--- config.mk ---
export PLATFORM = sky130hd
export DESIGN_NAME = tpg_out_buf
export DESIGN_NICKNAME = d
export VERILOG_FILES = /design/src/rtl/tpg_out_buf.sv
export SDC_FILE = /design/constraint.sdc
export NUM_CORES = 1
export LEC_CHECK = 0
export BUFFER_PORTS_ARGS = -buffer_cell sky130_fd_sc_hd__buf_2
export CORE_UTILIZATION = 30
export CTS_CLUSTER_DIAMETER = 120
export DETAILED_ROUTE_END_ITERATION = 7
export GPL_TIMING_DRIVEN = 1
export PLACE_DENSITY = 0.62
export SLEW_MARGIN = 20
export SYNTH_ARGS = -nofsm -noshare
export SYNTH_HDL_FRONTEND = slang
export SYNTH_SLANG_ARGS = --single-unit
--- constraint.sdc ---
create_clock -name clk -period 1.85 [get_ports clk]
set_input_delay 0.0925 -clock clk [delete_from_list [all_inputs] [get_ports clk]]
set_output_delay 0.0925 -clock clk [all_outputs]
set_load 0.005 [all_outputs]
--- src/rtl/tpg_out_buf.sv ---
// Two-entry result buffer: output register plus a slot for the second result.
// No dependencies.
module tpg_out_buf #(
  parameter int WIDTH = 8
) (
  input  logic             clk,
  input  logic             rst_n,
  input  logic             push,
  input  logic             push_two,
  input  logic [WIDTH-1:0] data0,
  input  logic [WIDTH-1:0] data1,
  output logic             ready,
  output logic             out_valid,
  input  logic             out_stall,
  output logic [WIDTH-1:0] out_data
);

  logic             v0_r, v1_r;
  logic [WIDTH-1:0] d0_r, d1_r;
  logic             fire;

  assign fire  = v0_r && !out_stall;
  // Room when empty, or once the current head leaves and nothing is queued behind it
  assign ready = !v0_r || (fire && !v1_r);

  always_ff @(posedge clk) begin
    if (!rst_n) begin
      v0_r <= 1'b0;
      v1_r <= 1'b0;
    end else if (push) begin
      v0_r <= 1'b1;
      v1_r <= push_two;
    end else if (fire) begin
      v0_r <= v1_r;
      v1_r <= 1'b0;
    end
  end

  always_ff @(posedge clk) begin
    if (push) begin
      d0_r <= data0;
      d1_r <= data1;
    end else if (fire) begin
      d0_r <= d1_r;
    end
  end

  assign out_valid = v0_r;
  assign out_data  = d0_r;

endmodule

Yosys cells after proc, flatten, opt, wreduce, memory -nomap -nowiden
Cells that the tools add are included.

Output and inout port bits: 10. Input port bits: 21. Logic and storage cells: 17. Bits in registers: 18.

Mux-type cells: 6. Reduce and logical (&&, ||, !) cells: 7.

Operator list (number): 2-to-1 mux 8 bit (2); 2-to-1 mux 1 bit (4); zero test 1 bit (3); logical AND 1 bit (2); nonzero test 2 bit (1); logical OR 1 bit (1).

Longest topological paths before layout
Depth in word-level cells: 4. Mapped depth: 4.

Worst setup path after synthesis
Ideal clock, no wire load.

Path type: reg-to-reg. Start: register v0_r (netlist: out_valid). End: register d0_r[0] (netlist: out_data[0]) (enable). Stages on the path, launching flop included: 3. Path slack: 0.908 ns. Setup time: 0.329 ns. Required time: 1.521 ns. Buffers on the path: 0. Arrival: 0.614 ns. Cells stage by stage: dfxtp_1 -> nand2b_1 -> nand2_1.

Longest elaborated chain between the ends: 2.

Ends and longest elaborated chain: start: declaration (line 18) `logic v0_r, v1_r;`; start signal: assignment (line 34) `v0_r <= v1_r;`; logical AND 1 bit (line 22) `assign fire = v0_r && !out_stall;`; nonzero test 2 bit (no line); end signal: assignment (line 41) `d0_r <= data0;`; end signal: assignment (line 44) `d0_r <= d1_r;`; end: declaration (line 19) `logic [WIDTH-1:0] d0_r, d1_r;`.

No other way between the ends. A chain may end at the register's enable or synchronous reset.

Worst setup path in the final report
Start: register v1_r. End: output ready.

Longest elaborated chain between the ends: 3.

Ends and longest elaborated chain: start: declaration (line 18); start signal: assignment (line 32) `v1_r <= push_two;`; zero test 1 bit (line 24) `assign ready = !v0_r || (fire && !v1_r);`; logical AND 1 bit (line 24); logical OR 1 bit (line 24); end: declaration (line 12) `output logic ready,`.

No other way between the ends.

==> qor.csv <==
metric,value,unit
outcome,"finished, final reports clean",
top flip-flop cell by instance count after synthesis,edfxtp_1,
total number of vias,423,
count of standard-cell rows,17,
internal power of the cells,0.000621,W
hold slack final,0.0517,ns
number of global-route vias before repair,363,
post-place setup slack,0.692,ns
worst clock skew,0.00176,ns
cell with the most instances after synthesis,edfxtp_1,
Post-CTS Setup Repair Bufs,0,
Die Y,50.1,um
portion of the post-synthesis area used by sequential elements,75.0,%
total number of H-tree levels,1,
Worst Tran Pin Value,0.461,ns
initial standard-cell utilization of the core,31.7,%
Comb power frac,12.7,%
final worst path period need,1.03,ns
Total Wirelength,1.07,mm
post-layout net count,98,
post-synth top area cell,edfxtp_1,
share of final-layout standard cells stronger than drive strength 1,55.3,%
top-area cell type share of the netlist area,69.2,%
Fin. Hold Viols,0,
drt wl/cell,10.3,um
net count of the mapped netlist,56,
Switching Power,0.000154,W
buffer and inverter count on the worst path,1,
clk buf depth,2,
Crit Path Max Fanout,2,
combined area of all synthesized cells,694,um2
Critical Path End Type,output pin,
source of the worst register-to-register timing path,out_valid,
Placeable Area,2190,um2
antenna violations before repair,0,
timing startpoint of the critical path,v1_r,
clock buffers created by TritonCTS,3,
hold_sp,push_two,
Power Dens Cells,795,nW/um2
cell at the root of the clock tree,clkbuf_4,
first drt pass iteration count,4,
worst setup path class,register to output pin,
min setup slack post-route,0.822,ns
clock network fraction of total power,24.4,%
total die area,2510,um2
# diodes,0,
chip width,50.1,um
Via density,4.07,
worst ir drop on vdd,0.342,mV
IO Port Bufs,30,
source-to-sink clock delay at the later pin of the worst-skew pair,0.28,ns
worst slew slack as a fraction of its limit,69.3,%
First DRT Iteration DRCs,5,
Hold Crit Class,input pin to register,
sequential group share of total power,62.9,%
remaining global-route overflow,0,
pin count of the biggest net entering global routing,19,
final max-slew violation count,0,
delay of the slowest cell on the worst path,0.32,ns
synth top area cells,"edfxtp_1 (69%), mux2_4 (17%), dfxtp_1 (5.8%)",
GP Congestion,0.668,
total of fill cells in the finished design,214,
total of flip-flops plus latches after synthesis,18,
post-CTS clock slew at the launch and capture registers of the worst setup and hold paths,0.10,ns
area overhead of the layout relative to synthesis,40.4,%
highest achievable clock rate,0.973,GHz
share of synthesized flip-flops with an asynchronous set or reset,0,%
cell count after synthesis,35,
setup TNS,0,ns
TritonCTS clock tree,yes,
net switching share of the total power,19.9,%
number of setup violations in the final report,0,
Unique masters post-synth,11,
critical path required time,1.76,ns
combined global-route utilization of all metal layers,9.17,%
RSZ-0062 raised after global routing,no,
post-route ant nets,0,
leakage power summed over all cells,0.424,nW
first-pass GRT wire length,1.55,mm
number of enable-type register cells in the synthesized netlist,16,
Mean Syn Cell Area,19.8,um2
count of max-cap constraint violations,0,
startpoint type of the worst setup path,register,
synth cell count leaders,"edfxtp_1 (16), mux2_4 (8), dfxtp_1 (2), nand2_1 (2)",
Num Clock Sinks,18,
gate family responsible for the most delay along the worst path,flip-flops,
DRC violations left,0,
Ports,31,
"Period Utilization, post-route",55.5,%
arrival time at the worst endpoint,0.94,ns
Critical-path top delay cell,dfxtp_1,
Synth Warn #,0,
cells along the critical path,"o21ai_0, buf_2",
-- routing by layer --
metal	GRT usage, %	vias up	share of wire, %
met4	8.57	0	1.8
met1	10.6	190	45
met3	2.16	2	6.7
met2	13.8	18	46
li1	-	213	-
met5	0	-	0
-- kinds of logic (layout without fill, tap and decap cells) --
family | after synthesis | in the layout | share of synthesized area, %
AO/OA/AOI/OAI | 3 | 3 | 2.88
multiplexers | 8 | 8 | 17.3
AND/OR/NAND/NOR | 4 | 4 | 2.70
flip-flops | 18 | 18 | 75.0
buffers and inverters | 2 | 43 | 2.16
-- path summary, 6_finish.rpt --
check                                    to  slack (ns)  cells after the start
worst max-delay path                  ready        0.82                      2
worst min-delay path                   v1_r        0.05                      3
worst max register to register  out_data[7]        0.86                      2
worst min register to register         v1_r        0.47                      2
-- what timing repair did --
item | CTS | global route
hold buffers | 8 | 0
endpoints found under the hold margin | 8 | 0
resized for setup | 0 | 0
-- final cells by class --
type                       instances  area (um2)  area share, %
tap                               28        35.0           3.59
clock inverter                     1        3.75          0.385
multi-input combinational         15         159           16.3
sequential                        18         520           53.4
timing repair buffer              38         230           23.6
clock buffer                       3        22.5           2.31
inverter                           1        3.75          0.385
-- power by group through the flow --
stage                     sequential, W  combinational (W)  clock, W
after floorplan                0.000500          0.0000404         0
after global placement         0.000496          0.0000845         0
after detailed placement       0.000497          0.0000865         0
after CTS                      0.000488          0.0000995  0.000197
after global routing           0.000491           0.000106  0.000212
final                          0.000488          0.0000982  0.000189
-- through the flow --
step | cell area, um2 | cells | utilization, % | power [W]
after floorplan | 694 | 35 | - | 0.000540
after global placement | 868 | 92 | 39.6 | 0.000580
after detailed placement | 868 | 92 | 39.6 | 0.000584
after CTS | 975 | 104 | 44.5 | 0.000784
after global routing | 975 | 104 | 44.5 | 0.000810
final | 975 | 104 | 44.5 | 0.000775
-- worst reg2reg max path: stages (launching register included) --
cell	delay, ns
dfxtp_1	0.35
nand2b_1	0.08
nand2_1	0.25
-- layout by cell type, fill, tap and decap left out, drive strengths merged --
| cell | n |
|---|---|
| clkbuf | 3 |
| clkinv | 1 |
| nand3 | 1 |
| edfxtp | 16 |
| dfxtp | 2 |
| nand2b | 1 |
| inv | 1 |
| buf | 30 |
| mux2 | 8 |
| dlygate4sd3 | 8 |
| o21ai | 1 |
| nand2 | 2 |
| a21boi | 2 |
-- state kept, by name (all words and copies together) (netlist names) --
name	flops
d1_r	8
out_data	8
out_valid	1
v1_r	1
(Power assumes the default switching activity.)
