**src/rtl/tpg_pkg.sv**
```systemverilog
// Shared constants and types for the top pooling block.
// Used by tpg_regs, tpg_col_update, the top level and tpg_checker; depends on nothing.
package tpg_pkg;

  // Defaults for the top level parameters
  localparam int MAX_COLUMNS_DEF = 4096;
  localparam int MAX_ROWS_DEF    = 1024;
  localparam int VALUE_BITS_DEF  = 16;

  // Gradient sums carry eight more integer bits than the inputs
  localparam int GRAD_EXTRA = 8;

  // Reset height of the pooled dimension
  localparam int ROWS_RESET = 64;

  // Configuration port
  localparam int CFG_ADDR_W = 3;
  localparam int CFG_DATA_W = 32;

  // Register index, taken from paddr[2]
  typedef enum logic [0:0] {
    REG_ROWS = 1'b0,
    REG_COLS = 1'b1
  } reg_idx_t;

  // How an item ends the open run of its column
  typedef struct packed {
    logic closed;  // strictly greater value closed the previous run
    logic flush;   // row zero flushes the run
  } upd_ctl_t;

endpackage

```
**src/rtl/tpg_regs.sv**
```systemverilog
// Configuration registers behind the APB-style port.
// Depends on tpg_pkg for the register index and port widths.
module tpg_regs #(
  parameter int MAX_COLUMNS = tpg_pkg::MAX_COLUMNS_DEF,
  parameter int MAX_ROWS    = tpg_pkg::MAX_ROWS_DEF
) (
  input  logic                                clk,
  input  logic                                rst_n,
  input  logic                                psel,
  input  logic                                penable,
  input  logic                                pwrite,
  input  logic [tpg_pkg::CFG_ADDR_W-1:0]      paddr,
  input  logic [tpg_pkg::CFG_DATA_W-1:0]      pwdata,
  output logic [tpg_pkg::CFG_DATA_W-1:0]      prdata,
  output logic                                pready,
  output logic [$clog2(MAX_ROWS + 1)-1:0]     rows_in_use,
  output logic [$clog2(MAX_COLUMNS + 1)-1:0]  columns_in_use
);

  localparam int RIU_W = $clog2(MAX_ROWS + 1);
  localparam int CIU_W = $clog2(MAX_COLUMNS + 1);

  logic [RIU_W-1:0] rows_r;
  logic [CIU_W-1:0] cols_r;
  logic             wr_fire;
  tpg_pkg::reg_idx_t sel;

  assign pready  = 1'b1;
  assign wr_fire = psel && penable && pwrite && pready;
  assign sel     = tpg_pkg::reg_idx_t'(paddr[2]);

  always_ff @(posedge clk) begin
    if (!rst_n) begin
      rows_r <= RIU_W'(tpg_pkg::ROWS_RESET);
      cols_r <= CIU_W'(MAX_COLUMNS);
    end else if (wr_fire) begin
      unique case (sel)
        tpg_pkg::REG_ROWS: rows_r <= pwdata[RIU_W-1:0];
        tpg_pkg::REG_COLS: cols_r <= pwdata[CIU_W-1:0];
        default: ;
      endcase
    end
  end

  always_comb begin
    unique case (sel)
      tpg_pkg::REG_ROWS: prdata = tpg_pkg::CFG_DATA_W'(rows_r);
      tpg_pkg::REG_COLS: prdata = tpg_pkg::CFG_DATA_W'(cols_r);
      default:           prdata = '0;
    endcase
  end

  assign rows_in_use    = rows_r;
  assign columns_in_use = cols_r;

endmodule

```
**config.mk**
```make
export PLATFORM = sky130hd
export DESIGN_NAME = tpg_regs
export DESIGN_NICKNAME = d
export VERILOG_FILES = /design/src/rtl/tpg_pkg.sv /design/src/rtl/tpg_regs.sv
export SDC_FILE = /design/constraint.sdc
export NUM_CORES = 1
export LEC_CHECK = 0
export ABC_CLOCK_PERIOD_IN_PS = 900
export BUFFER_PORTS_ARGS = -buffer_cell sky130_fd_sc_hd__buf_2
export CORE_MARGIN = 5
export CORE_UTILIZATION = 39
export CTS_CLUSTER_SIZE = 24
export DETAILED_ROUTE_END_ITERATION = 10
export GPL_TIMING_DRIVEN = 0
export HOLD_SLACK_MARGIN = 0.05
export PLACE_DENSITY = 0.89
export RECOVER_POWER = 25
export SYNTH_ARGS = -nofsm -noshare
export SYNTH_HDL_FRONTEND = slang
export SYNTH_SLANG_ARGS = --single-unit
```
**constraint.sdc**
```tcl
create_clock -name clk -period 0.9 [get_ports clk]
set_input_delay 0.09 -clock clk [delete_from_list [all_inputs] [get_ports clk]]
set_output_delay 0.09 -clock clk [all_outputs]
set_load 0.1 [all_outputs]
```
Yosys cells after proc, flatten, opt, wreduce, memory -nomap -nowiden
Cells that the tools add are included.

operators by class
  mux-type cells = 1
  bitwise gates (word level) = 1
  reductions and logical operators = 4

operators by type and width
  cell                                    count
  32-bit one-hot mux with 2 select lines  1
  2-bit AND reduction                     2
  1-bit logical AND                       2
  1-bit NOT                               1

word-level totals
  flip-flop bits (word level) = 24
  bits of input ports = 40
  output and inout bits = 57
  logic and storage cells = 8

Logic depth before layout (Yosys ltp)
Gate-level depths: netlist of the first run.

  word-level depth = 3
  gate-level depth with buffers = 4

Least setup slack after synthesis of the first run
No wires, ideal clock.

  path kind = reg-to-output
  from = reg cols_r[12] (netlist: columns_in_use[12])
  to = out prdata[12] (netlist name)
  data arrival time = 1.813 ns
  data required time = 0.810 ns
  setup slack = -1.003 ns
  cell stages (with the launch flop) = 2
  path through = dfxtp_1 and2_1

on the way
  cells in the longest elaborated chain, start to end = 1

RTL lines
  item                                    RTL line        RTL
  from (decl)                             tpg_regs.sv:24  logic [CIU_W-1:0] cols_r;
  from (signal assigned)                  tpg_regs.sv:35  cols_r <= CIU_W'(MAX_COLUMNS);
  from (signal assigned)                  tpg_regs.sv:39  tpg_pkg::REG_COLS: cols_r <= pwdata[CIU_W-1:0];
  32-bit one-hot mux with 2 select lines  tpg_regs.sv:46  unique case (sel)
  to (decl)                               tpg_regs.sv:14  output logic [tpg_pkg::CFG_DATA_W-1:0] prdata,

No other way between the ends. The select of a mux whose other input is x is not followed.

Final worst setup path of the first run
  from = reg rows_r[1] (netlist: rows_in_use[1])
  to = out prdata[1] (netlist name)

on the way
  cells in the longest elaborated chain, start to end = 1

RTL lines
  item                                    RTL line        RTL
  from (decl)                             tpg_regs.sv:23  logic [RIU_W-1:0] rows_r;
  from (signal assigned)                  tpg_regs.sv:34  rows_r <= RIU_W'(tpg_pkg::ROWS_RESET);
  from (signal assigned)                  tpg_regs.sv:38  tpg_pkg::REG_ROWS: rows_r <= pwdata[RIU_W-1:0];
  32-bit one-hot mux with 2 select lines  tpg_regs.sv:46

No other way between the ends. The select of a mux whose other input is x is not followed.

==> impl_results.md, run 1 <==
* Fin area at 2680 sq um
* Crit path cell chain: mux2_4, buf_12
* TritonCTS Buffers at 3
* Crit-path max FO at 3
* Vias in the first global route at 1280
* Post-place setup slack at -339 ps
* Synth warn at 0
* Buffers & Inverters on Critical Path at 1
* IO Pins at 97
* CTS Root Cell: clkbuf_4
* Logic pwr share at 0.448
* Drt initial violations at 79
* Outcome: finished with violations
* Num Clock Sinks at 24
* Failing checks: setup timing
* Area contributors post-synth: dfxtp_1 (38%), mux2i_1 (19%), buf_4 (13%)
* Num rows at 20
* Gr ovfl total at 0
* Fmax at 0.801 GHz
* Crit path capture type: primary output
* Synth top area share at 0.381
* Largest net degree at the start of global routing at 13
* Endpoints failing hold at 0
* First-pass detailed-route iteration total at 4
* Synthesized area per cell at 9.55 sq um
* CTS HTree Levels at 1
* Clock Tree Buf Depth at 2
* Crit path DAT at 1160 ps
* Peak VDD IR at 1190 uV
* Sequential area share after synthesis at 0.381
* Synthesis-stage register bit count at 24
* Final WS setup at -348 ps
* TNS Setup at -6780 ps
* Peak per-stage delay on the critical path at 380 ps
* Drt drc at 0
* Switching Share at 0.434
* Synthesis-to-finish area growth at 113%
* Final period util at 1.39
* Max_cap viols at 0
* Vias at 1339
* Worst skew pair latency at 300 ps
* CP required at 810 ps
* Port Buffers at 53
* Dominant cell type by area after synthesis: dfxtp_1
* Most common cell in the netlist: nand2_1
* Hold slack final at 65.2 ps
* Internal Power at 0.00157 W
* CTS tree: yes
* Die width at 66.8 microns
* Die Y at 66.8 microns
* Post-synth EDFFs at 0
* CTS clk-pin slew, worst paths at 130 ps
* Sequential share of power at 0.382
* Layout cells sized above 1 at 0.597
* Placeable Area at 3080 sq um
* Mapped Area at 1260 sq um
* Gpl congestion at 0.723
* GRT Util Overall at 0.200
* Initial antenna violation count at 1
* Die area at 4470 sq um
* Startpoint Class: register
* Post-Syn Instances at 132
* Crit Path Class: register to primary output
* Total power at 0.00277 W
* Via density at 4.77
* Final setup violation count at 37
* Leading register cell type out of synthesis: dfxtp_1
* Fraction of registers with async set/reset at 0
* Psw at 0.00120 W
* Leak pwr at 1.29 nW
* Slowest-stage cell, CP: dfxtp_4
* Yosys cell types at 14
* Final layout net count at 278
* RSZ-0062 raised after global routing: yes
* Worst Skew at 0 ps
* Kind of cell adding the most delay to the critical path: flip-flops
* Max Transition Viols Final at 0
* DP HPWL at 2440 microns
* Antenna viol nets, final at 0
* DP Area at 1780 sq um
* Detailed Route WL at 5400 microns
* Top cells by count, synth: nand2_1 (34), dfxtp_1 (24), mux2i_1 (24)
* Initial core utilization at 0.409
* Pwr dens at 1030 nW/um^2
* Clock Power Share at 0.170
* Routed wire per std cell at 19.2 microns
* First-pass GRT wire length at 6580 microns
* Post-layout min period at 1250 ps
* Worst hold path type: input pin to register
## power groups by stage
stage | registers [W] | logic, W | clock network, W
after floorplan | 0.00124 | 0.000701 | 0
after global placement | 0.00107 | 0.000972 | 0
after detailed placement | 0.00107 | 0.000977 | 0
after CTS | 0.00106 | 0.00115 | 0.000449
after global routing | 0.00106 | 0.00127 | 0.000525
final | 0.00106 | 0.00124 | 0.000470
## worst reg2reg max path, cell delays in order, from the launching register on
cell,delay (ps)
dfxtp_4,370
buf_6,120
buf_6,100
nor2b_2,100
mux2i_1,90
## timing repair
item,in CTS,in global routing
resized for setup,139,27
endpoints found under the setup margin,37,37
hold buffers,11,0
buffers inserted,3,17
hold endpoints to repair,18,0
## state kept, by name, indices dropped and copies added, names as in the netlist
signal,cells
columns_in_use,13
rows_in_use,11
## routing by layer
layer | vias up | share of wire | track usage
met5 | - | 0 | 0
met4 | 0 | 0.031 | 0.0609
met3 | 14 | 0.069 | 0.0455
li1 | 603 | - | -
met2 | 71 | 0.53 | 0.395
met1 | 651 | 0.37 | 0.203
## path summary, 6_finish.rpt
path	from	end	slack [ps]	cells after the start
max	rows_in_use[1]$_SDFFE_PN0P_	prdata[1]	-350	2
min	pwdata[7]	columns_in_use[7]$_SDFFE_PN0P_	70	3
max reg2reg	columns_in_use[12]$_SDFFE_PN1P_	columns_in_use[12]$_SDFFE_PN1P_	10	4
min reg2reg	columns_in_use[5]$_SDFFE_PN0P_	columns_in_use[5]$_SDFFE_PN0P_	500	2
## cells in the final DEF (no fill, tap or decap)
cell type,netlist,final
and2_4,0,2
and4_1,1,1
buf_12,0,36
buf_2,4,20
buf_4,21,23
buf_6,2,19
buf_8,0,1
clkbuf_1,1,1
clkbuf_4,0,3
conb_1,2,20
dfxtp_4,0,24
diode_2,0,1
dlygate4sd3_1,0,11
mux2_4,0,11
mux2i_1,24,24
nand2_1,34,34
nand4_1,1,1
nand4b_4,1,1
nor2b_1,4,3
nor2b_2,0,1
## stage by stage
stage,cells,utilization
finish,281,0.870
CTS,264,0.796
global route,281,0.870
detailed placement,247,0.580
floorplan,150,-
global placement,247,0.580
## final cells by class
| type | instances | area, sq um |
|---|---|---|
| timing repair buffer | 83 | 1130 |
| multi-input combinational | 98 | 692 |
| sequential | 24 | 571 |
| fill | 135 | 399 |
| buffer | 28 | 204 |
| tap | 44 | 55.1 |
| clock buffer | 3 | 22.5 |
| antenna | 1 | 2.50 |
## logic make-up after synthesis
family | count (synthesis) | share of synthesized area
AND/OR/NAND/NOR | 43 | 0.162
multiplexers | 35 | 0.289
buffers and inverters | 28 | 0.162
flip-flops | 24 | 0.381
other | 2 | 0.00596
Note: power is estimated with default switching activity, not from simulation.
==> run 2, diff against run 1 <==
--- a/config.mk
+++ b/config.mk
@@ -15,6 +15,7 @@
 export HOLD_SLACK_MARGIN = 0.05
 export PLACE_DENSITY = 0.89
 export RECOVER_POWER = 25
+export REMOVE_ABC_BUFFERS = 1
 export SYNTH_ARGS = -nofsm -noshare
 export SYNTH_HDL_FRONTEND = slang
 export SYNTH_SLANG_ARGS = --single-unit
==> run 2 against run 1 <==
Effect of this change: the run still ends with setup timing left; via count is 9.7% lower; final area fell by 4.7%; first-iteration DRC count is 73% lower; combinational power down 6%; sequential cell count is the same; global-route usage decreased by 0.84 points.
==> impl_results.md, run 2 (synthesized netlist as in run 1, its figures left out) <==
* DP HPWL at 2000 microns
* Die Y at 66.8 microns
* Slowest-stage cell, CP: dfxtp_2
* Outcome: finished with violations
* Gr ovfl total at 0
* Die width at 66.8 microns
* Worst hold path type: input pin to register
* Die area at 4470 sq um
* Drt drc at 0
* Num rows at 20
* Fmax at 0.814 GHz
* Vias in the first global route at 1302
* Failing checks: setup timing
* Largest register FFs at 13
* Initial antenna violation count at 0
* Final cell count without fillers at 269
* Worst slew pin tran at 698 ps
* Crit path cell chain: mux2_4, buf_12
* Endpoints failing hold at 0
* Via density at 4.49
* First-pass detailed-route iteration total at 4
* CP required at 810 ps
* Synthesis-to-finish area growth at 103%
* Most frequent cells in the layout: buf_12 (36), nand2_1 (34), mux2i_1 (24)
* CTS HTree Levels at 1
* IO Pins at 97
* Final layout net count at 266
* Worst reg2reg path depth at 4
* Antenna viol nets, final at 0
* Diodes inserted at 0
* Max_cap viols at 0
* Final period util at 1.36
* Post-layout min period at 1230 ps
* Startpoint Class: register
* Max Transition Viols Final at 0
* Peak VDD IR at 709 uV
* Hold depth at 3
* DP Area at 1450 sq um
* Gpl congestion at 0.668
* Crit path DAT at 1140 ps
* CTS tree: yes
* Peak per-stage delay on the critical path at 360 ps
* Pwr dens at 1120 nW/um^2
* Port Buffers at 55
* Slew margin rel. at 0.534
* Worst skew pair latency at 320 ps
* Final core utilization at 0.830
* First-pass GRT wire length at 6340 microns
* Worst Skew at 0 ps
* RSZ-0062 raised after global routing: yes
* Fin area at 2550 sq um
* Final setup violation count at 37
* Num Clock Sinks at 24
* FILL cells at 176
* Placed cells at 221
* Vias at 1209
* TritonCTS Buffers at 3
* Initial core utilization at 0.409
* Crit path capture type: primary output
* Crit-path max FO at 2
* CTS Root Cell: clkbuf_4
* Placeable Area at 3080 sq um
* Detailed Route WL at 4350 microns
* Crit Path Class: register to primary output
* Largest net degree at the start of global routing at 39
* CTS clk-pin slew, worst paths at 140 ps
* Drt initial violations at 21
* Leak pwr at 1.23 nW
* Clock Tree Buf Depth at 2
* Final WS setup at -328 ps
* GRT Util Overall at 0.191
* Layout cells sized above 1 at 0.573
* Routed wire per std cell at 16.2 microns
* Commonest non-fill, non-tap cell in the layout: buf_12
## run 2: what timing repair did
action                                 CTS  global route
resized for setup                      193            24
hold buffers                            13             0
buffers inserted                        16            26
setup endpoints to repair               46            37
endpoints found under the hold margin   24             0
## run 2: worst paths after layout
| kind | startpoint | end | slack (ps) |
|---|---|---|---|
| worst max register to register | columns_in_use[0]$_SDFFE_PN0P_ | columns_in_use[0]$_SDFFE_PN0P_ | 60 |
| worst min register to register | columns_in_use[7]$_SDFFE_PN0P_ | columns_in_use[7]$_SDFFE_PN0P_ | 490 |
| worst max-delay path | rows_in_use[4]$_SDFFE_PN0P_ | prdata[4] | -330 |
| worst min-delay path | penable | rows_in_use[1]$_SDFFE_PN0P_ | 270 |
## run 2: layer usage
layer  track usage  wire, microns  vias to the layer above
met4        0.0609             57                        0
li1              -              -                      574
met2         0.406           2530                       45
met3        0.0337            233                        6
met1         0.176           1530                      584
met5             0              0                        -
## run 2: final cells by class
type                            count  area [sq um]  share of cell area
Sequential cell                    24           515               0.202
Tap cell                           44          55.1              0.0216
Timing Repair Buffer               99          1250               0.491
Multi-Input combinational cell     98           692               0.271
Clock buffer                        4          36.3              0.0142
## run 2: power by group
part | switching (W) | internal (W)
combinational | 0.000833 | 0.000330
sequential | 0.0000175 | 0.00108
clock | 0.000347 | 0.000247
total | 0.00120 | 0.00166
## run 2: per-stage QoR
step	hold WS, ps	total power [W]	setup TNS (ps)	worst slack [ps]
finish	273	0.00286	-7460	-328
floorplan	232	0.00187	-21930	-1000
detailed placement	350	0.00200	-9970	-474
global route	280	0.00295	-8760	-356
global placement	345	0.00200	-10150	-480
CTS	258	0.00281	-6790	-311
## run 2: worst max-delay path: cells and delay by family, from the launching register on
kind / cells / cell delay [ps]
mux: 1 / 280
buf+inv: 1 / 170
flops: 1 / 360
