$ cat config.mk
export PLATFORM = sky130hd
export DESIGN_NAME = tpg_col_update
export DESIGN_NICKNAME = d
export VERILOG_FILES = /design/src/rtl/tpg_pkg.sv /design/src/rtl/tpg_col_update.sv
export SDC_FILE = /design/constraint.sdc
export NUM_CORES = 1
export LEC_CHECK = 0
export ABC_AREA = 1
export BUFFER_PORTS_ARGS = -buffer_cell sky130_fd_sc_hd__buf_2
export CAP_MARGIN = 20
export CORE_MARGIN = 2
export CORE_UTILIZATION = 45
export DETAILED_ROUTE_END_ITERATION = 10
export GPL_TIMING_DRIVEN = 1
export PLACE_DENSITY = 0.95
export SLEW_MARGIN = 40
export SYNTH_ARGS = -nofsm -noshare
export SYNTH_HDL_FRONTEND = slang
export SYNTH_SLANG_ARGS = --single-unit
$ cat constraint.sdc
create_clock -name vclk -period 4.3
set_clock_uncertainty 0.15 [all_clocks]
set_input_delay 0.86 -clock vclk [all_inputs]
set_output_delay 0.86 -clock vclk [all_outputs]
set_load 0.02 [all_outputs]
$ cat src/rtl/tpg_pkg.sv
// Shared constants and types for the top pooling block.
// Used by tpg_regs, tpg_col_update, the top level and tpg_checker; depends on nothing.
package tpg_pkg;

  // Defaults for the top level parameters
  localparam int MAX_COLUMNS_DEF = 4096;
  localparam int MAX_ROWS_DEF    = 1024;
  localparam int VALUE_BITS_DEF  = 16;

  // Gradient sums carry eight more integer bits than the inputs
  localparam int GRAD_EXTRA = 8;

  // Reset height of the pooled dimension
  localparam int ROWS_RESET = 64;

  // Configuration port
  localparam int CFG_ADDR_W = 3;
  localparam int CFG_DATA_W = 32;

  // Register index, taken from paddr[2]
  typedef enum logic [0:0] {
    REG_ROWS = 1'b0,
    REG_COLS = 1'b1
  } reg_idx_t;

  // How an item ends the open run of its column
  typedef struct packed {
    logic closed;  // strictly greater value closed the previous run
    logic flush;   // row zero flushes the run
  } upd_ctl_t;

endpackage

$ cat src/rtl/tpg_col_update.sv
// Per-column run update: new max/row/sum and the one or two packed results.
// Depends on tpg_pkg for the control struct.
module tpg_col_update #(
  parameter int VALUE_BITS = tpg_pkg::VALUE_BITS_DEF,
  parameter int ROW_W      = 10,
  parameter int RES_W      = VALUE_BITS + ROW_W + VALUE_BITS + tpg_pkg::GRAD_EXTRA + 2
) (
  input  logic signed [VALUE_BITS-1:0]                       cur_max,
  input  logic        [ROW_W-1:0]                            cur_row,
  input  logic signed [VALUE_BITS+tpg_pkg::GRAD_EXTRA-1:0]   cur_sum,
  input  logic                                               is_first,
  input  logic        [ROW_W-1:0]                            row,
  input  logic signed [VALUE_BITS-1:0]                       value,
  input  logic signed [VALUE_BITS-1:0]                       backprop,
  output logic signed [VALUE_BITS-1:0]                       new_max,
  output logic        [ROW_W-1:0]                            new_row,
  output logic signed [VALUE_BITS+tpg_pkg::GRAD_EXTRA-1:0]   new_sum,
  output tpg_pkg::upd_ctl_t                                  ctl,
  output logic        [RES_W-1:0]                            res0,
  output logic        [RES_W-1:0]                            res1
);

  localparam int GRAD_W = VALUE_BITS + tpg_pkg::GRAD_EXTRA;

  logic signed [GRAD_W:0]   acc;
  logic signed [GRAD_W-1:0] acc_sat;
  logic                     greater;
  logic [RES_W-1:0]         flush_res;

  assign acc     = $signed({cur_sum[GRAD_W-1], cur_sum}) + (GRAD_W + 1)'(backprop);
  assign greater = value > cur_max;

  // Clamp on overflow of the sum
  always_comb begin
    if (acc[GRAD_W] != acc[GRAD_W-1]) begin
      acc_sat = acc[GRAD_W] ? {1'b1, {(GRAD_W-1){1'b0}}} : {1'b0, {(GRAD_W-1){1'b1}}};
    end else begin
      acc_sat = acc[GRAD_W-1:0];
    end
  end

  always_comb begin
    if (is_first || greater) begin
      new_max = value;
      new_row = row;
      new_sum = GRAD_W'(backprop);
    end else begin
      new_max = cur_max;
      new_row = cur_row;
      new_sum = acc_sat;
    end
  end

  assign ctl.closed = !is_first && greater;
  assign ctl.flush  = (row == '0);

  // Result layout: {pooled, grad_valid, grad_row, grad_value, last}
  assign flush_res = {new_max, 1'b1, new_row, new_sum, 1'b1};

  always_comb begin
    if (ctl.closed) begin
      res0 = {value, 1'b1, cur_row, cur_sum, !ctl.flush};
    end else if (ctl.flush) begin
      res0 = flush_res;
    end else begin
      res0 = {new_max, 1'b0, ROW_W'(0), GRAD_W'(0), 1'b1};
    end
  end

  assign res1 = flush_res;

endmodule

# After elaboration in Yosys (flattened, before gate mapping)

Cells that the tools add are included.

Register bits: 0
Word-level logic and storage cells: 15
Input port bits: 93

Mux-type cells: 7
Magnitude comparators: 1
Equality and inequality tests: 1
Add/subtract/negate cells: 1
Reductions and logical operators: 5

Operators with widths:

| kind                    | number |
|---|---|
| two-way mux 24 bit      | 3 |
| two-way mux 52 bit      | 1 |
| two-way mux 36 bit      | 1 |
| adder 24 x 16 -> 25 bit | 1 |
| > comparator 16 bit     | 1 |
| two-way mux 16 bit      | 1 |
| zero test 10 bit        | 1 |
| two-way mux 10 bit      | 1 |
| zero test 1 bit         | 2 |
| logical AND 1 bit       | 1 |
| logical OR 1 bit        | 1 |
| != test 1 bit           | 1 |

# Depth between registers and ports, before layout

Gate-level depths: netlist (run 1).

Word-level depth: 6
Gate-level depth with buffers: 19
Depth with buffers taken out: 18

# Least setup slack after synthesis (run 1)

No wires, ideal clock.

Path kind: input to output
From: input cur_sum[0] (netlist bit)
To: output res1[16]
Cell stages on the path: 16
Buffers on the path: 2
Data arrival time: 3105 ps
Slack: 185 ps
Path through: ha_1 -> inv_1 -> fa_1 -> inv_1 -> nand2_1 -> nand2_1 -> nand3_1 -> nand2_2 -> nand2_1 -> nand4_1 -> nand2_2 -> nor2_4 -> nor2_8 -> buf_4 -> a21oi_1 -> buf_4

Cells in the longest elaborated chain, start to end: 4

Ends and longest elaborated chain:

| element                                             | line                                       | RTL |
|---|---|---|
| start: declaration                                  | tpg_col_update.sv:10                       | `input logic signed [VALUE_BITS+tpg_pkg::GRAD_EXTRA-1:0] cur_sum,` |
| adder 24 x 16 -> 25 bit *                           | tpg_col_update.sv:30                       | `assign acc = $signed({cur_sum[GRAD_W-1], cur_sum}) + (GRAD_W + 1)'(backprop);` |
| two-way mux 24 bit or != test 1 bit (tied branches) | tpg_col_update.sv:36, tpg_col_update.sv:35 |  |
| two-way mux 24 bit *                                | tpg_col_update.sv:35                       | `if (acc[GRAD_W] != acc[GRAD_W-1]) begin` |
| two-way mux 24 bit *                                | tpg_col_update.sv:43                       | `if (is_first \|\| greater) begin` |
| end: declaration                                    | tpg_col_update.sv:20                       | `output logic [RES_W-1:0] res1` |

Every way passes the cells marked *; elsewhere a longest branch is shown, timed or not.

# Final worst setup path (run 1)

From: input backprop[15]
To: output res0[3]

Cells in the longest elaborated chain, start to end: 6

Ends and longest elaborated chain:

| element                                             | line                                       | RTL |
|---|---|---|
| start: declaration                                  | tpg_col_update.sv:14                       | `input logic signed [VALUE_BITS-1:0] backprop,` |
| adder 24 x 16 -> 25 bit *                           | tpg_col_update.sv:30                       |  |
| two-way mux 24 bit or != test 1 bit (tied branches) | tpg_col_update.sv:36, tpg_col_update.sv:35 |  |
| two-way mux 24 bit *                                | tpg_col_update.sv:35                       |  |
| two-way mux 24 bit *                                | tpg_col_update.sv:43                       |  |
| two-way mux 36 bit *                                | tpg_col_update.sv:63                       | `end else if (ctl.flush) begin` |
| two-way mux 52 bit *                                | tpg_col_update.sv:61                       | `if (ctl.closed) begin` |
| end: declaration                                    | tpg_col_update.sv:19                       | `output logic [RES_W-1:0] res0,` |

Marks and branches as above.

==> impl_results.md, run 1 <==
- Outcome: finished clean
- Post-synthesis adder-cell area fraction: 13.5%
- Port Buffers: approximately 250
- Commonest cells after routing, fill and taps aside: 295 x nand2_1, 247 x buf_2, 83 x inv_1
- Max-cap violations: 0
- Post-synthesis mux area share: 0%
- Global-route wire length before repair: 20.5 mm
- Area contributors post-synth: nand2_1 29%, ha_1 13%, buf_4 11%
- Share of layout cells above drive strength 1: 30.6%
- Met2 wire length: 7.24 mm
- Seq cells: 0
- Hold buffer count at CTS: 0
- Clkbuf count: 0
- Initial antenna violation count: 0
- Critical Path Max Stage Delay: around 0.33 ns
- CP Max Fanout: 12
- Buffers inserted by post-CTS timing repair: 0
- Worst-margin pin slew: about 0.63 ns
- Clock period minus worst slack: just over 4 ns
- Antenna Violating Nets Remaining: 0
- Worst Path Class, Setup: in -> out
- Final period util: 95.8%
- Crit path cell chain: buf_2, ha_1, nand2_1, inv_1, nand2_1, nand2_1, a21oi_1, nand3_1, nand2_1, nand2_2, nand2_4, buf_12, nand3_1, nand2_1, nand3_1, nand2_1, buf_2
- # IOs: 249
- DRC violations left: 0
- Post-DP HPWL: 11.9 mm
- M1 WL: 5.26 mm
- Worst Path Required: 3.29 ns
- Post-Syn Area per Cell: 5.15 µm²
- Share of the synthesized area in the top cell type: 28.8%
- Post-synthesis xor/xnor area fraction: 3.19%
- Synth unique cells: 32
- Vias: 5515
- Number of inserted diodes: 0
- Top Layer Used: met4
- Largest family of logic cells by synthesized area: simple AND/OR/NAND/NOR gates
- Number of vias per cell: around 5.3
- Post-route cell area: 0.00492 mm²
- WP data arrival: 3.11 ns
- Die area: 0.00929 mm²
- Setup violators final: 0
- DIE HEIGHT: between 90 and 100 µm
- Worst vdd ir: 0.0873 mV
- Tot GR Track Use: 26.9%
- Metal3 WL: 1.29 mm
- Final Util: ~60%
- Mapped cell area: 0.00384 mm²
- Area Overhead vs Synth: 28.1%
- Post-Synth Simple-Gate Area: between 40% and 50%
- RSZ-0062 raised after global routing: yes
- Crit path launch type: input pin
- Leak pwr: 3.15 nW
- Initial Util: 46.5%
- Hold crit path type: in -> out
- Drt first pass iters: 5
- PnR worst setup slack: 0.182 ns
- Starting DRC count in detailed routing: ~430
- Fin nets: between 1000 and 1500
- Fin. Hold Viols: 0
- Rows: 33
- Power Total: around 970 µW
- Post-DR wirelength/cell: 13.5 µm
- Total core area: 0.00826 mm²
- Vias in the first global route: 4637
- Crit path max-delay cell type: ha_1
- GPL Wtd Cong: 1.06
- Reg area: 0 µm²
- Relative slew slack: 57.8%
- Cell Pwr Density: 197 mW/mm²
- Critical path capture point type: output port
- Post-place setup slack: 0.0345 ns
- Mapped Cells: 746
- Final WL: 14.1 mm
- Max-slew violation count: 0
- Largest net degree at the start of global routing: about 60
- Fmax: 243 MHz
- Post-DP Area: approximately 0.0049 mm²
- Most Frequent Cell on Critical Path: nand2_1
- Remaining Overflow, GRT: 0
- Ys Warns: 0
- Synth Area in Compound Gates: between 10% and 20%
- Commonest non-fill, non-tap cell in the layout: nand2_1
- Leading area contributor after synthesis: nand2_1
- Seq/Total Area, Yosys: 0%
- Die Wd: 96.4 µm
-- routing by layer --
layer	global-route usage [%]	vias up
met4	5.63	0
met3	2.48	38
met1	31.8	2424
met2	52.3	314
li1	-	2739
met5	0	-
-- worst max-delay path, delay by kind of cell --
| kind | cells | cell delay (ns) |
|---|---|---|
| buffers and inverters | 4 | 0.61 |
| AO/OA/AOI/OAI | 1 | 0.18 |
| AND/OR/NAND/NOR | 11 | 1.11 |
| adder cells (fa/ha/maj) | 1 | 0.33 |
-- power breakdown --
part	total, mW	switching, mW	internal [mW]
sequential	0	0	0
combinational	0.967	0.646	0.321
clock	0	0	0
-- cell usage after synthesis, drive strengths merged --
library cell    n
nand2         301
inv            85
buf            66
nand3          57
a21oi          43
ha             40
nor2           38
o21ai          38
a21boi         15
nand4          12
clkbuf          8
xor2            8
nor3            7
o21bai          7
xnor2           6
a31oi           4
or2             4
and3            2
nor4            2
a21o            1
conb            1
fa              1
-- metrics by stage --
step | hold slack, ns | TNS [ns] | cells
3_5_place_dp | 1.90 | 0 | 1041
3_3_place_gp | 1.90 | 0 | 1041
6_report | 1.90 | 0 | 1041
2_1_floorplan | 1.74 | 0 | 747
5_1_grt | 1.93 | -0.117 | 1041
4_1_cts | 1.90 | 0 | 1041
-- area by class of cell --
cell class                 instances  area, µm²
inverter                          85        323
tap                              105        131
fill                             805       3340
multi-input combinational        588       3060
timing repair buffer             263       1410
-- path summary, 6_finish.rpt --
check | start | to | slack, ns | cells past startpoint
max | backprop[15] | res0[3] | 0.18 | 17
min | cur_row[7] | res0[32] | 1.90 | 4
-- what timing repair did --
| item | in CTS | in global routing |
|---|---|---|
| resized for setup | 0 | 11 |
| hold endpoints to repair | 0 | 0 |
| setup endpoints to repair | 0 | 57 |
-- logic make-up after synthesis --
kind of cell             Yosys count
AO/OA/AOI/OAI                    108
AND/OR/NAND/NOR                  423
XOR/XNOR                          14
adder cells (fa/ha/maj)           41
other                              1
buffers and inverters            159
Note: power is estimated with default switching activity, not from simulation.
==> run 2, diff against run 1 <==
==> constraint.sdc (replaced) <==
create_clock -name vclk -period 4.7
set_clock_uncertainty 0.15 [all_clocks]
set_input_delay 0.94 -clock vclk [all_inputs]
set_output_delay 0.94 -clock vclk [all_outputs]
set_load 0.02 [all_outputs]
==> run 2 against run 1 <==
  * Wire length shrank 0.85%
  * Highest routed layer unchanged
  * Combinational power is 10% lower
  * Critical endpoint is now new_sum[21]
  * Final cell count down 0.19%
==> impl_results.md, run 2 (synthesis gave the netlist of run 1 again) <==
- Cell Pwr Density: 179 mW/mm² (-9.1%)
- Die Wd: 96.4 µm (unchanged)
- # IOs: 249 (unchanged)
- Relative slew slack: 65.5% (+7.7 points)
- WP data arrival: 3.42 ns (+0.31 ns)
- Remaining Overflow, GRT: 0 (unchanged)
- RSZ-0062 raised after global routing: no
- Commonest non-fill, non-tap cell in the layout: nand2_1
- Number of inserted diodes: 0 (unchanged)
- Drt first pass iters: 6 (+1)
- Area Overhead vs Synth: 26.2%
- Largest net degree at the start of global routing: 59 (unchanged)
- Crit path max-delay cell type: fa_1
- Hold crit path type: in -> out
- Outcome: finished clean
- Setup Total Neg Slack: 0 ns (unchanged)
- Comb power frac: 100.0% (about the same)
- Post-route cell area: 0.00485 mm² (-1.4%)
- Total core area: 0.00826 mm² (unchanged)
- Metal3 WL: 960 µm (-25%)
- GPL Wtd Cong: 1.01 (-4.7%)
- Met2 wire length: 6.98 mm (-3.6%)
- Fin nets: 1070 (-0.19%)
- Final period util: 95.9%
- Commonest cells after routing, fill and taps aside: 295 x nand2_1, 247 x buf_2, 84 x inv_1
- Switch share: 67.0% (+0.24 points)
- Hold Worst Slack: 2.06 ns (+0.159 ns)
- Max-slew violation count: 0 (unchanged)
- Die area: 0.00929 mm² (unchanged)
- Flop pwr share: 0% (unchanged)
- Max-cap violations: 0 (unchanged)
- Fmax: between 200 and 250 MHz
- Tot GR Track Use: 27.7% (+0.71 points)
- Starting DRC count in detailed routing: 310 (-27%)
- Clock period minus worst slack: 4.51 ns
- Most Frequent Cell on Critical Path: nand2_1
- Top Layer Used: met4
- Worst hold start: cur_row[8]
- Post-DP Area: 0.00485 mm² (-0.56%)
- Worst hold path cell count: 4 (unchanged)
- Bufs and invs on worst path: 5 (+1)
- DIE HEIGHT: 96.4 µm (unchanged)
- CP Max Fanout: 16 (+4)
- Clkbuf count: 0 (unchanged)
- Antenna Violating Nets Remaining: 0 (unchanged)
- P_sw: 580 µW (-10%)
- Fin. Hold Viols: 0 (unchanged)
- Crit path launch type: input pin
- Post-DP HPWL: 12.0 mm (+0.70%)
- Share of layout cells above drive strength 1: 29.7% (-0.90 points)
- Post-DR wirelength/cell: 13.4 µm (-0.65%)
- Worst vdd ir: 0.0829 mV (-5.0%)
- M1 WL: 5.67 mm (+7.8%)
- Rows: 33 (unchanged)
- Initial Util: 46.5% (unchanged)
- Initial antenna violation count: 0 (unchanged)
- Critical path capture point type: output port
- Worst Path Class, Setup: in -> out
- Setup violators final: 0 (unchanged)
- Crit path cell chain: buf_2, ha_1, inv_1, fa_1, inv_1, nand2_1, nand2_1, nand3_1, nand2_2, nand2_1, nand4_1, nand2_2, nor2_4, nor2_8, buf_4, a21oi_1, buf_2
- Worst Path Required: 3.61 ns (+0.32 ns)
- Final WL: 14.0 mm (-0.85%)
- Vias: 5324 (-3.5%)
- Hold-critical path endpoint: res0[33]
- Cell internal pwr: 286 µW (-11%)
- Buffers inserted by post-CTS timing repair: 0 (unchanged)
- Worst-margin pin slew: 0.518 ns (-0.109 ns)
- Vias in the first global route: 4647 (+0.22%)
- Reg area: 0 µm² (unchanged)
- Clock network fraction of design power: 0% (unchanged)
- Number of vias per cell: 5.12 (-3.3%)
- Port Buffers: 247 (unchanged)
- Leak pwr: 3.13 nW (-0.56%)
- Critical path's top delay family: simple AND/OR/NAND/NOR gates
- Global-route wire length before repair: 20.9 mm (+2.4%)
- Critical Path Max Stage Delay: 0.41 ns (+0.08 ns)
- DRC violations left: 0 (unchanged)
- Seq cells: 0 (unchanged)
## run 2: cell type report
cell class | instances | area, µm²
fill | 835 | 3410
inverter | 85 | 319
multi-input combinational | 588 | 3020
tap | 105 | 131
timing repair buffer | 261 | 1380
## run 2: how the worst max path moves through the flow
stage	startpoint	end	slack [ns]	cells past startpoint
detailed placement	cur_sum[0]	new_sum[17]	0.22	17
floorplan	cur_sum[0]	res1[16]	0.43	16
finish	cur_sum[0]	new_sum[21]	0.19	17
global route	cur_sum[0]	res1[16]	0.009	17
CTS	cur_sum[0]	new_sum[17]	0.21	17
global placement	cur_sum[0]	res1[18]	0.26	17
## run 2: routing by layer
| metal | vias up | track usage, % |
|---|---|---|
| met2 | 238 | 51.3 |
| met4 | 0 | 7.04 |
| met1 | 2337 | 33.9 |
| li1 | 2719 | - |
| met3 | 30 | 2.79 |
| met5 | - | 0 |
## run 2: power groups by stage
stage	registers (mW)	logic, mW	clock network, mW
after floorplan	0	0.639	0
after global placement	0	0.846	0
after detailed placement	0	0.855	0
after CTS	0	0.858	0
after global routing	0	0.954	0
final	0	0.866	0
## run 2: timing repair
item,CTS,global route
hold buffers,0,0
resized for setup,0,1
setup endpoints to repair,0,2
## run 2: metrics by stage
step | util [%] | instances | setup slack (ns) | total power, mW
finish | 58.7 | 1039 | 0.191 | 0.866
floorplan | - | 747 | 0.425 | 0.639
CTS | 58.7 | 1039 | 0.213 | 0.858
detailed placement | 58.7 | 1039 | 0.225 | 0.855
global route | 58.7 | 1039 | 0.00886 | 0.954
global placement | 58.7 | 1039 | 0.256 | 0.846
