`src/rtl/tpg_ram.sv`:
```
// Generic single-port-write, single-port-read RAM with registered read data.
// No dependencies.
module tpg_ram #(
  parameter int WIDTH = 8,
  parameter int DEPTH = 16
) (
  input  logic                                     clk,
  input  logic                                     wr_en,
  input  logic [((DEPTH > 1) ? $clog2(DEPTH) : 1)-1:0] wr_addr,
  input  logic [WIDTH-1:0]                         wr_data,
  input  logic                                     rd_en,
  input  logic [((DEPTH > 1) ? $clog2(DEPTH) : 1)-1:0] rd_addr,
  output logic [WIDTH-1:0]                         rd_data
);

  logic [WIDTH-1:0] mem [DEPTH];

  always_ff @(posedge clk) begin
    if (wr_en) begin
      mem[wr_addr] <= wr_data;
    end
    if (rd_en) begin
      rd_data <= mem[rd_addr];
    end
  end

endmodule

```
`config.mk`:
```
export PLATFORM = sky130hd
export DESIGN_NAME = tpg_ram
export DESIGN_NICKNAME = d
export VERILOG_FILES = /design/src/rtl/tpg_ram.sv
export SDC_FILE = /design/constraint.sdc
export NUM_CORES = 1
export LEC_CHECK = 0
export ABC_AREA = 1
export BUFFER_PORTS_ARGS = -buffer_cell sky130_fd_sc_hd__buf_2
export CAP_MARGIN = 20
export CELL_PAD_IN_SITES_DETAIL_PLACEMENT = 0
export CELL_PAD_IN_SITES_GLOBAL_PLACEMENT = 2
export CORE_AREA = 2 2 109 132
export DETAILED_ROUTE_END_ITERATION = 8
export DIE_AREA = 0 0 111 134
export PLACE_DENSITY = 0.85
export RECOVER_POWER = 50
export SYNTH_ARGS = -nofsm -noshare
export SYNTH_HDL_FRONTEND = slang
export SYNTH_SLANG_ARGS = --single-unit
```
`constraint.sdc`:
```
create_clock -name clk -period 3.1 [get_ports clk]
set_clock_uncertainty 0.05 [all_clocks]
set_input_delay 0.465 -clock clk [delete_from_list [all_inputs] [get_ports clk]]
set_output_delay 0.465 -clock clk [all_outputs]
set_load 0.1 [all_outputs]
```
# ---- Word-level counts from Yosys, hierarchy flattened
# Memory sizes are Yosys's and may differ from the RTL's. A register that Yosys moved wholly into a read port is not among the register bits.
# Index checks and enable logic that the tools add are counted.
dict set report totals {
  inputBits 19
  ff_bits 0
  out_inout_bits 8
  ramBits 128
  memories 1
}
dict set report op_classes {
  n_mux 2
}
# memory depth width rd rd_ports_with_merged_regs write_ports line_no
set mem_list {}
lappend mem_list {mem 16 8 1 1 1 16} ;# logic [WIDTH-1:0] mem [DEPTH];
# cell n
set ops {}
lappend ops {{2-to-1 mux 1 bit} 2}

# ---- Depth between registers and ports, before layout
# Gate-level depths: netlist (run 1).
dict set report logic_depth {
  depth_word 2
  depth_mapped 8
  mapped_depth_nobuf 7
}

# ---- Worst setup path after synthesis (run 1)
# No wires, ideal clock.
dict set report synth_timing {
  path_kind {input port to flip-flop}
  startpoint {in wr_addr[2] (netlist name)}
  endpoint {mem mem[10][0] (enable)}
  t_required_ns 2.680
  stages 2
  setup_ns 0.370
  t_arrival_ns 1.046
  path_slack_ns 1.634
  n_path_buf 0
  cell_sequence {nand3b_1 nor2_1}
}
# item line_no
set synth_lines {}
lappend synth_lines {{from (decl)} 9} ;# input logic [((DEPTH > 1) ? $clog2(DEPTH) : 1)-1:0] wr_addr,
lappend synth_lines {{to (decl)} 16}
# Straight into the memory's write port.

# ---- Worst setup path in the final report (run 1)
dict set report layout_timing {
  startpoint {reg rd_data[7], read port of mem}
  endpoint {out rd_data[7]}
}
# item line_no
set layout_lines {}
lappend layout_lines {{from (decl)} 13} ;# output logic [WIDTH-1:0] rd_data
# No word-level cell between the ends.

==> results_tabular.tex, run 1 <==
\begin{tabular}{lr}
\hline
Metric & Value \\
\hline
\multicolumn{2}{l}{\textbf{Worst hold path}} \\
Hold Path Cell Cnt & 3 \\
Startpoint of the most critical hold path & rd\_addr[3] \\
Type of the worst min-delay path & input pin to flop \\
Hold-critical path endpoint & rd\_data[1]\$\_DFFE\_PP\_ \\
\multicolumn{2}{l}{\textbf{Synthesis}} \\
Leading cell types by count after synthesis & 173 x sky130\_fd\_sc\_hd\_\_nand2\_1, 136 x sky130\_fd\_sc\_hd\_\_edfxtp\_1, 100 x sky130\_fd\_sc\_hd\_\_inv\_1, 97 x sky130\_fd\_sc\_hd\_\_nand3\_1, 17 x sky130\_fd\_sc\_hd\_\_nor2\_1 \\
Number of synthesized flops with an enable pin & $\sim$140 \\
Post-synthesis cell count & between 500 and 600 \\
Commonest register cell after synthesis & sky130\_fd\_sc\_hd\_\_edfxtp\_1 \\
Share of the synthesized area in the top cell type & 69.8\% \\
Number of nets in the synthesized netlist & between 500 and 600 \\
Post-Syn Area per Cell & roughly 11 µm² \\
Dominant cell by count in the synthesized netlist & sky130\_fd\_sc\_hd\_\_nand2\_1 \\
Post-synthesis cell type count & 11 \\
Sequential cell area fraction in the yosys report & a little over two thirds \\
Synthesized area & between 5000 and 6000 µm² \\
Cell type contributing the most total cell area after synthesis & sky130\_fd\_sc\_hd\_\_edfxtp\_1 \\
Number of storage elements in the synthesis netlist & between 100 and 150 \\
Warning count from the yosys run & 0 \\
Share of synthesized flip-flops with an asynchronous set or reset & 0\% \\
Area contributors post-synth & sky130\_fd\_sc\_hd\_\_edfxtp\_1 70\%, sky130\_fd\_sc\_hd\_\_nand2\_1 11\%, sky130\_fd\_sc\_hd\_\_nand3\_1 8.3\% \\
\multicolumn{2}{l}{\textbf{Global route}} \\
First-pass GRT wire length & 20.2 mm \\
Overall track demand over capacity in global routing & 18.6\% \\
Maximum number of pins on one net before global-route repair & 65 \\
Number of global-route vias before repair & between 3000 and 4000 \\
Aggregate global routing overflow & 0 \\
Antenna violations before repair & 0 \\
\multicolumn{2}{l}{\textbf{Setup path}} \\
Delay-heaviest family, CP & buffers and inverters \\
Worst Path Max Fanout & 1 \\
Critical path type & flop to output port \\
Stages on the worst setup path & 1 \\
Critical path's largest stage delay & 0.44 ns \\
Bufs and invs on worst path & 1 \\
Cell type of the slowest stage on the worst timing path & sky130\_fd\_sc\_hd\_\_buf\_2 \\
Critical Path End Type & output port \\
Number of cells on the worst reg-to-reg path & 6 \\
Category of the worst setup path launch point & flop \\
RR Startpoint & mem[7][0]\$\_DFFE\_PP\_ \\
Cells traversed along the worst timing path & buf\_2 \\
Worst EP arrival & 1.24 ns \\
Endpoint of the lowest-slack register-to-register path & rd\_data[0]\$\_DFFE\_PP\_ \\
Register-to-register setup slack & approximately 1.9 ns \\
Required time of the worst setup path & roughly 2.6 ns \\
\multicolumn{2}{l}{\textbf{Floorplanning}} \\
Initial core utilization & between 40\% and 50\% \\
Die ar. & between 10000 and 15000 µm² \\
I/O Pins & 27 \\
Overall die width & between 100 and 150 µm \\
Number of cell rows & 47 \\
Core region area & about 14000 µm² \\
Die extent in y & 134 µm \\
\multicolumn{2}{l}{\textbf{Timing}} \\
Minimum clock period after layout & about 1.8 ns \\
Total count of max-transition violations in the final report & 0 \\
Final TNS setup & 0 ns \\
Hold Vio Cnt, Final & 0 \\
Period Utilization, post-route & approximately 56\% \\
Setup-violating endpoint count in the final report & 0 \\
Crit path setup slack, layout & approximately 1.3 ns \\
RSZ-0062 raised after global routing & false \\
Max-slew headroom at the worst pin & 38.8\% \\
Pin slew with the least headroom to its limit & between 0.9 and 1 ns \\
Highest clock frequency the design can meet & 0.571 GHz \\
\multicolumn{2}{l}{\textbf{Clock tree}} \\
\# resized after CTS & 0 \\
Total setup buffers inserted after CTS & 0 \\
Clk pin slew, worst setup/hold paths & approximately 0.060 ns \\
Clock root buffer & sky130\_fd\_sc\_hd\_\_clkbuf\_16 \\
Number of buffers created by CTS & 17 \\
Clock latency on the worst-skew pair & $\sim$0.42 ns \\
H-Tree Level Count & 4 \\
Clk buf depth & 2 \\
Hold\_buf cts & 0 \\
CTS tree & done \\
Number of sinks handled by clock tree synthesis & about 140 \\
\multicolumn{2}{l}{\textbf{Detailed routing}} \\
Initial DRT Pass Iterations & 4 \\
Routed via count & roughly 3700 \\
Detailed Route Iter0 Violations & about 370 \\
Number of nets with antenna violations after detailed routing & 0 \\
Final wirelength & 13.3 mm \\
Final routed DRC violation total & 0 \\
Final routed wire length divided by cell count & approximately 18 µm \\
Detailed-route vias per instance & 4.84 \\
\multicolumn{2}{l}{\textbf{Power}} \\
VDD IR max & roughly 370 µV \\
Pleak & around 2.8 nW \\
Overall power & around 0.0045 W \\
Power per cell area & 670 nW/µm² \\
\multicolumn{2}{l}{\textbf{Cells and area}} \\
Number of standard cells in the layout, taps in and fillers out & about 760 \\
Signed area change from the synthesized netlist to the final layout & 13.8\% \\
Fraction of final layout cells sized beyond drive strength 1 & 8.69\% \\
Fin nets & between 500 and 600 \\
Core utilization of the finished layout & 49.0\% \\
Ant. Diodes & 0 \\
\multicolumn{2}{l}{\textbf{Placement}} \\
DP Wirelength & 8.19 mm \\
Final weighted congestion in routability-driven placement & about 0.8 \\
Post-placement worst setup slack & just under 1 ns \\
Cell count after placement & about 730 \\
Count of buffers from port buffering & 26 \\
\multicolumn{2}{l}{\textbf{Outcome}} \\
Status & finished clean \\
\multicolumn{2}{l}{\textbf{Job}} \\
Max Cap Viol & 0 \\
\hline
\end{tabular}
## stage by stage
stage	hold slack, ns	area (µm²)
CTS	0.349	6670
detailed placement	0.683	6060
finish	0.462	6650
global route	0.473	6650
floorplan	0.514	5850
global placement	0.683	6060
## layer usage
layer | routed length [µm] | part of all wire, % | GRT usage (%) | vias to the layer above
met5 | 0 | 0 | 0 | -
met4 | 328 | 2.5 | 8.54 | 0
met3 | 910 | 6.8 | 4.38 | 16
met2 | 6710 | 50 | 30.7 | 112
met1 | 5350 | 40 | 23.4 | 1709
li1 | - | - | - | 1828
## cell usage in the layout (no fill, tap or decap), drive strengths merged
cell	count
clkinvlp	2
inv	103
clkbuf	27
nand3	97
edfxtp	136
buf	19
nand3b	2
clkinv	7
nor2	17
nand2	173
bufinv	4
## final cells by class
cell class              instances  area [µm²]
multi-input cells             289        1210
clock inverters                14         181
repair buffers                 29         153
fillers                      1248        6930
flip-flops and latches        136        4080
well taps                     171         214
inverters                     102         383
clock buffers                  17         425
## sequential cells by signal, summed over array words and instances (netlist names)
register	count
rd_data	8
mem	128
## power breakdown
part / internal, W / switching, W / total, W / leakage, nW
registers: 0.00207 / 0.0000121 / 0.00209 / 1.24
logic: 0.0000635 / 0.000239 / 0.000303 / 1.29
clock network: 0.00133 / 0.000741 / 0.00207 / 0.296
## worst max path at each step
stage	start	end	slack, ns
after floorplan	wr_addr[2]	mem[10][0]$_DFFE_PP_	1.63
after global placement	rd_addr[0]	rd_data[4]$_DFFE_PP_	0.96
after detailed placement	rd_addr[0]	rd_data[4]$_DFFE_PP_	0.96
after CTS	rd_data[7]$_DFFE_PP_	rd_data[7]	1.33
after global routing	rd_addr[0]	rd_data[5]$_DFFE_PP_	1.27
final	rd_data[7]$_DFFE_PP_	rd_data[7]	1.35
## kinds of logic after synthesis
logic type,after synthesis,share of synthesized area [%]
buf+inv,126,9.39
flops,136,69.8
simple gates,289,20.8
Power figures use the tool's default switching activity.
==> inputs of run 2 (changes only) <==
--- a/config.mk
+++ b/config.mk
@@ -10,10 +10,10 @@
 export CAP_MARGIN = 20
 export CELL_PAD_IN_SITES_DETAIL_PLACEMENT = 0
 export CELL_PAD_IN_SITES_GLOBAL_PLACEMENT = 2
-export CORE_AREA = 2 2 109 132
+export CORE_AREA = 2 2 118 143
 export DETAILED_ROUTE_END_ITERATION = 8
-export DIE_AREA = 0 0 111 134
-export PLACE_DENSITY = 0.85
+export DIE_AREA = 0 0 120 145
+export PLACE_DENSITY = 0.77
 export RECOVER_POWER = 50
 export SYNTH_ARGS = -nofsm -noshare
 export SYNTH_HDL_FRONTEND = slang
==> constraint.sdc (replaced) <==
create_clock -name clk -period 1.6 [get_ports clk]
set_clock_uncertainty 0.05 [all_clocks]
set_input_delay 0.24 -clock clk [delete_from_list [all_inputs] [get_ports clk]]
set_output_delay 0.24 -clock clk [all_outputs]
set_load 0.1 [all_outputs]
==> results_tabular.tex, run 2 (same netlist as run 1, synthesis figures left out) <==
\begin{tabular}{lr}
\hline
Metric & Value \\
\hline
\multicolumn{2}{l}{\textbf{Timing}} \\
Max-slew headroom at the worst pin & about two fifths \\
Worst hold margin & 0.280 ns \\
Setup-violating endpoint count in the final report & 0 \\
Highest clock frequency the design can meet & approximately 0.65 GHz \\
Minimum clock period after layout & about 1.5 ns \\
Total count of max-transition violations in the final report & 0 \\
RSZ-0062 raised after global routing & false \\
Hold Vio Cnt, Final & 0 \\
Period Utilization, post-route & between 90\% and 100\% \\
Final TNS setup & 0 ns \\
Pin slew with the least headroom to its limit & roughly 0.92 ns \\
\multicolumn{2}{l}{\textbf{Clock tree}} \\
Clock latency on the worst-skew pair & 0.41 ns \\
\# resized after CTS & 0 \\
H-Tree Level Count & 4 \\
Clock root buffer & sky130\_fd\_sc\_hd\_\_clkbuf\_16 \\
Clk buf depth & 2 \\
Hold\_buf cts & 0 \\
CTS tree & done \\
Number of sinks handled by clock tree synthesis & around 140 \\
Clk pin slew, worst setup/hold paths & about 0.050 ns \\
Total setup buffers inserted after CTS & 0 \\
Number of buffers created by CTS & 17 \\
\multicolumn{2}{l}{\textbf{Cells and area}} \\
Fin nets & a little over 600 \\
Number of standard cells in the layout, taps in and fillers out & slightly above 800 \\
Fraction of final layout cells sized beyond drive strength 1 & between 10\% and 20\% \\
Core utilization of the finished layout & between 40 and 50\% \\
Number of flip-flops under the largest register name & 128 \\
Most common cell after layout, fill and taps aside & sky130\_fd\_sc\_hd\_\_nand2\_1 \\
Register bank with the most flops & mem \\
Most used cells in the layout excluding fill and tap cells & 173 x sky130\_fd\_sc\_hd\_\_nand2\_1, 136 x sky130\_fd\_sc\_hd\_\_edfxtp\_1, 100 x sky130\_fd\_sc\_hd\_\_inv\_1 \\
Signed area change from the synthesized netlist to the final layout & 18.3\% \\
Number of fill cells in the layout & approximately 1500 \\
Biggest registers after layout & mem: 128 flops, rd\_data: 8 flops \\
Ant. Diodes & 0 \\
\multicolumn{2}{l}{\textbf{Detailed routing}} \\
Routed via count & approximately 3800 \\
Number of nets with antenna violations after detailed routing & 0 \\
Final wirelength & around 14 mm \\
Detailed Route Iter0 Violations & 212 \\
Final routed DRC violation total & 0 \\
Detailed-route vias per instance & 4.62 \\
Final routed wire length divided by cell count & 17.1 µm \\
Initial DRT Pass Iterations & 4 \\
\multicolumn{2}{l}{\textbf{Floorplanning}} \\
Die ar. & $\sim$17000 µm² \\
Number of cell rows & 51 \\
I/O Pins & 27 \\
Die extent in y & $\sim$150 µm \\
Initial core utilization & about 37\% \\
Overall die width & $\sim$120 µm \\
Core region area & around 16000 µm² \\
\multicolumn{2}{l}{\textbf{Setup path}} \\
Cells traversed along the worst timing path & buf\_2 \\
Worst Path Max Fanout & 1 \\
Required time of the worst setup path & 1.31 ns \\
Register-to-register setup slack & about 0.37 ns \\
Critical path's largest stage delay & 0.45 ns \\
Critical path type & flop to output port \\
Critical Path End Type & output port \\
Delay-heaviest family, CP & buffers and inverters \\
Category of the worst setup path launch point & flop \\
Worst EP arrival & around 1.2 ns \\
Cell type of the slowest stage on the worst timing path & sky130\_fd\_sc\_hd\_\_buf\_2 \\
Bufs and invs on worst path & 1 \\
\multicolumn{2}{l}{\textbf{Global route}} \\
Overall track demand over capacity in global routing & between 15 and 20\% \\
Antenna violations before repair & 0 \\
Number of global-route vias before repair & 3799 \\
Maximum number of pins on one net before global-route repair & 49 \\
Aggregate global routing overflow & 0 \\
First-pass GRT wire length & between 20 and 25 mm \\
\multicolumn{2}{l}{\textbf{Placement}} \\
Cell count after placement & between 700 and 800 \\
Count of buffers from port buffering & 26 \\
Final weighted congestion in routability-driven placement & 0.742 \\
DP Wirelength & approximately 9 mm \\
\multicolumn{2}{l}{\textbf{Outcome}} \\
Status & finished clean \\
\multicolumn{2}{l}{\textbf{Power}} \\
VDD IR max & between 600 and 700 µV \\
Overall power & approximately 0.0087 W \\
Pleak & $\sim$2.9 nW \\
Power per cell area & $\sim$1300 nW/µm² \\
\multicolumn{2}{l}{\textbf{Job}} \\
Max Cap Viol & 0 \\
\multicolumn{2}{l}{\textbf{Worst hold path}} \\
Type of the worst min-delay path & input pin to flop \\
\hline
\end{tabular}
[run 2: cell types whose count changed in the layout (fill, tap and decap cells not counted)]
| cell | before | now |
|---|---|---|
| sky130_fd_sc_hd__clkinv_4 | 1 | 3 |
| sky130_fd_sc_hd__inv_6 | 1 | 0 |
| sky130_fd_sc_hd__buf_4 | 2 | 24 |
| sky130_fd_sc_hd__buf_12 | 1 | 3 |
| sky130_fd_sc_hd__clkbuf_1 | 10 | 12 |
| sky130_fd_sc_hd__clkinv_2 | 5 | 3 |
[run 2: final timing paths]
path / startpoint / to / depth (start not counted)
setup / recovery: rd_data[0]$_DFFE_PP_ / rd_data[0] / 1
hold / removal: rd_addr[3] / rd_data[0]$_DFFE_PP_ / 4
setup reg to reg: mem[1][7]$_DFFE_PP_ / rd_data[7]$_DFFE_PP_ / 6
hold reg to reg: mem[6][2]$_DFFE_PP_ / rd_data[2]$_DFFE_PP_ / 6
[run 2: through the flow]
stage	setup WS [ns]	instance area, µm²
after global placement	-0.0135	6320
after global routing	0.0438	6920
final	0.0698	6920
after CTS	0.0398	6930
after floorplan	0.359	5850
after detailed placement	-0.00116	6320
[run 2: power breakdown]
group          switching (W)  leakage (nW)  internal [W]
clock network        0.00143         0.293       0.00259
logic               0.000475          1.42      0.000152
registers          0.0000250          1.24       0.00402
total                0.00193          2.95       0.00676
[run 2: final cells by class]
type	instances	area [µm²]	share of cell area, %
sequential	136	4080	59.0
inverter	102	383	5.54
clock buffer	18	429	6.20
clock inverter	13	180	2.60
multi-input combinational	289	1210	17.5
tap	212	265	3.84
timing repair buffer	54	362	5.23
[run 2: tightest hold or removal path: stages]
cell	delay (ns)
sky130_fd_sc_hd__buf_2	0.09
sky130_fd_sc_hd__buf_4	0.16
sky130_fd_sc_hd__nand3_1	0.09
sky130_fd_sc_hd__nand2_1	0.05
[run 2: metal layers]
| metal | routed length [µm] | share of wire [%] | vias up | global-route usage, % |
|---|---|---|---|---|
| li1 | - | - | 1880 | - |
| met1 | 6520 | 46 | 1833 | 23.7 |
| met2 | 6800 | 48 | 78 | 27.0 |
| met3 | 494 | 3.5 | 16 | 3.22 |
| met4 | 297 | 2.1 | 0 | 6.71 |
| met5 | 0 | 0 | - | 0 |
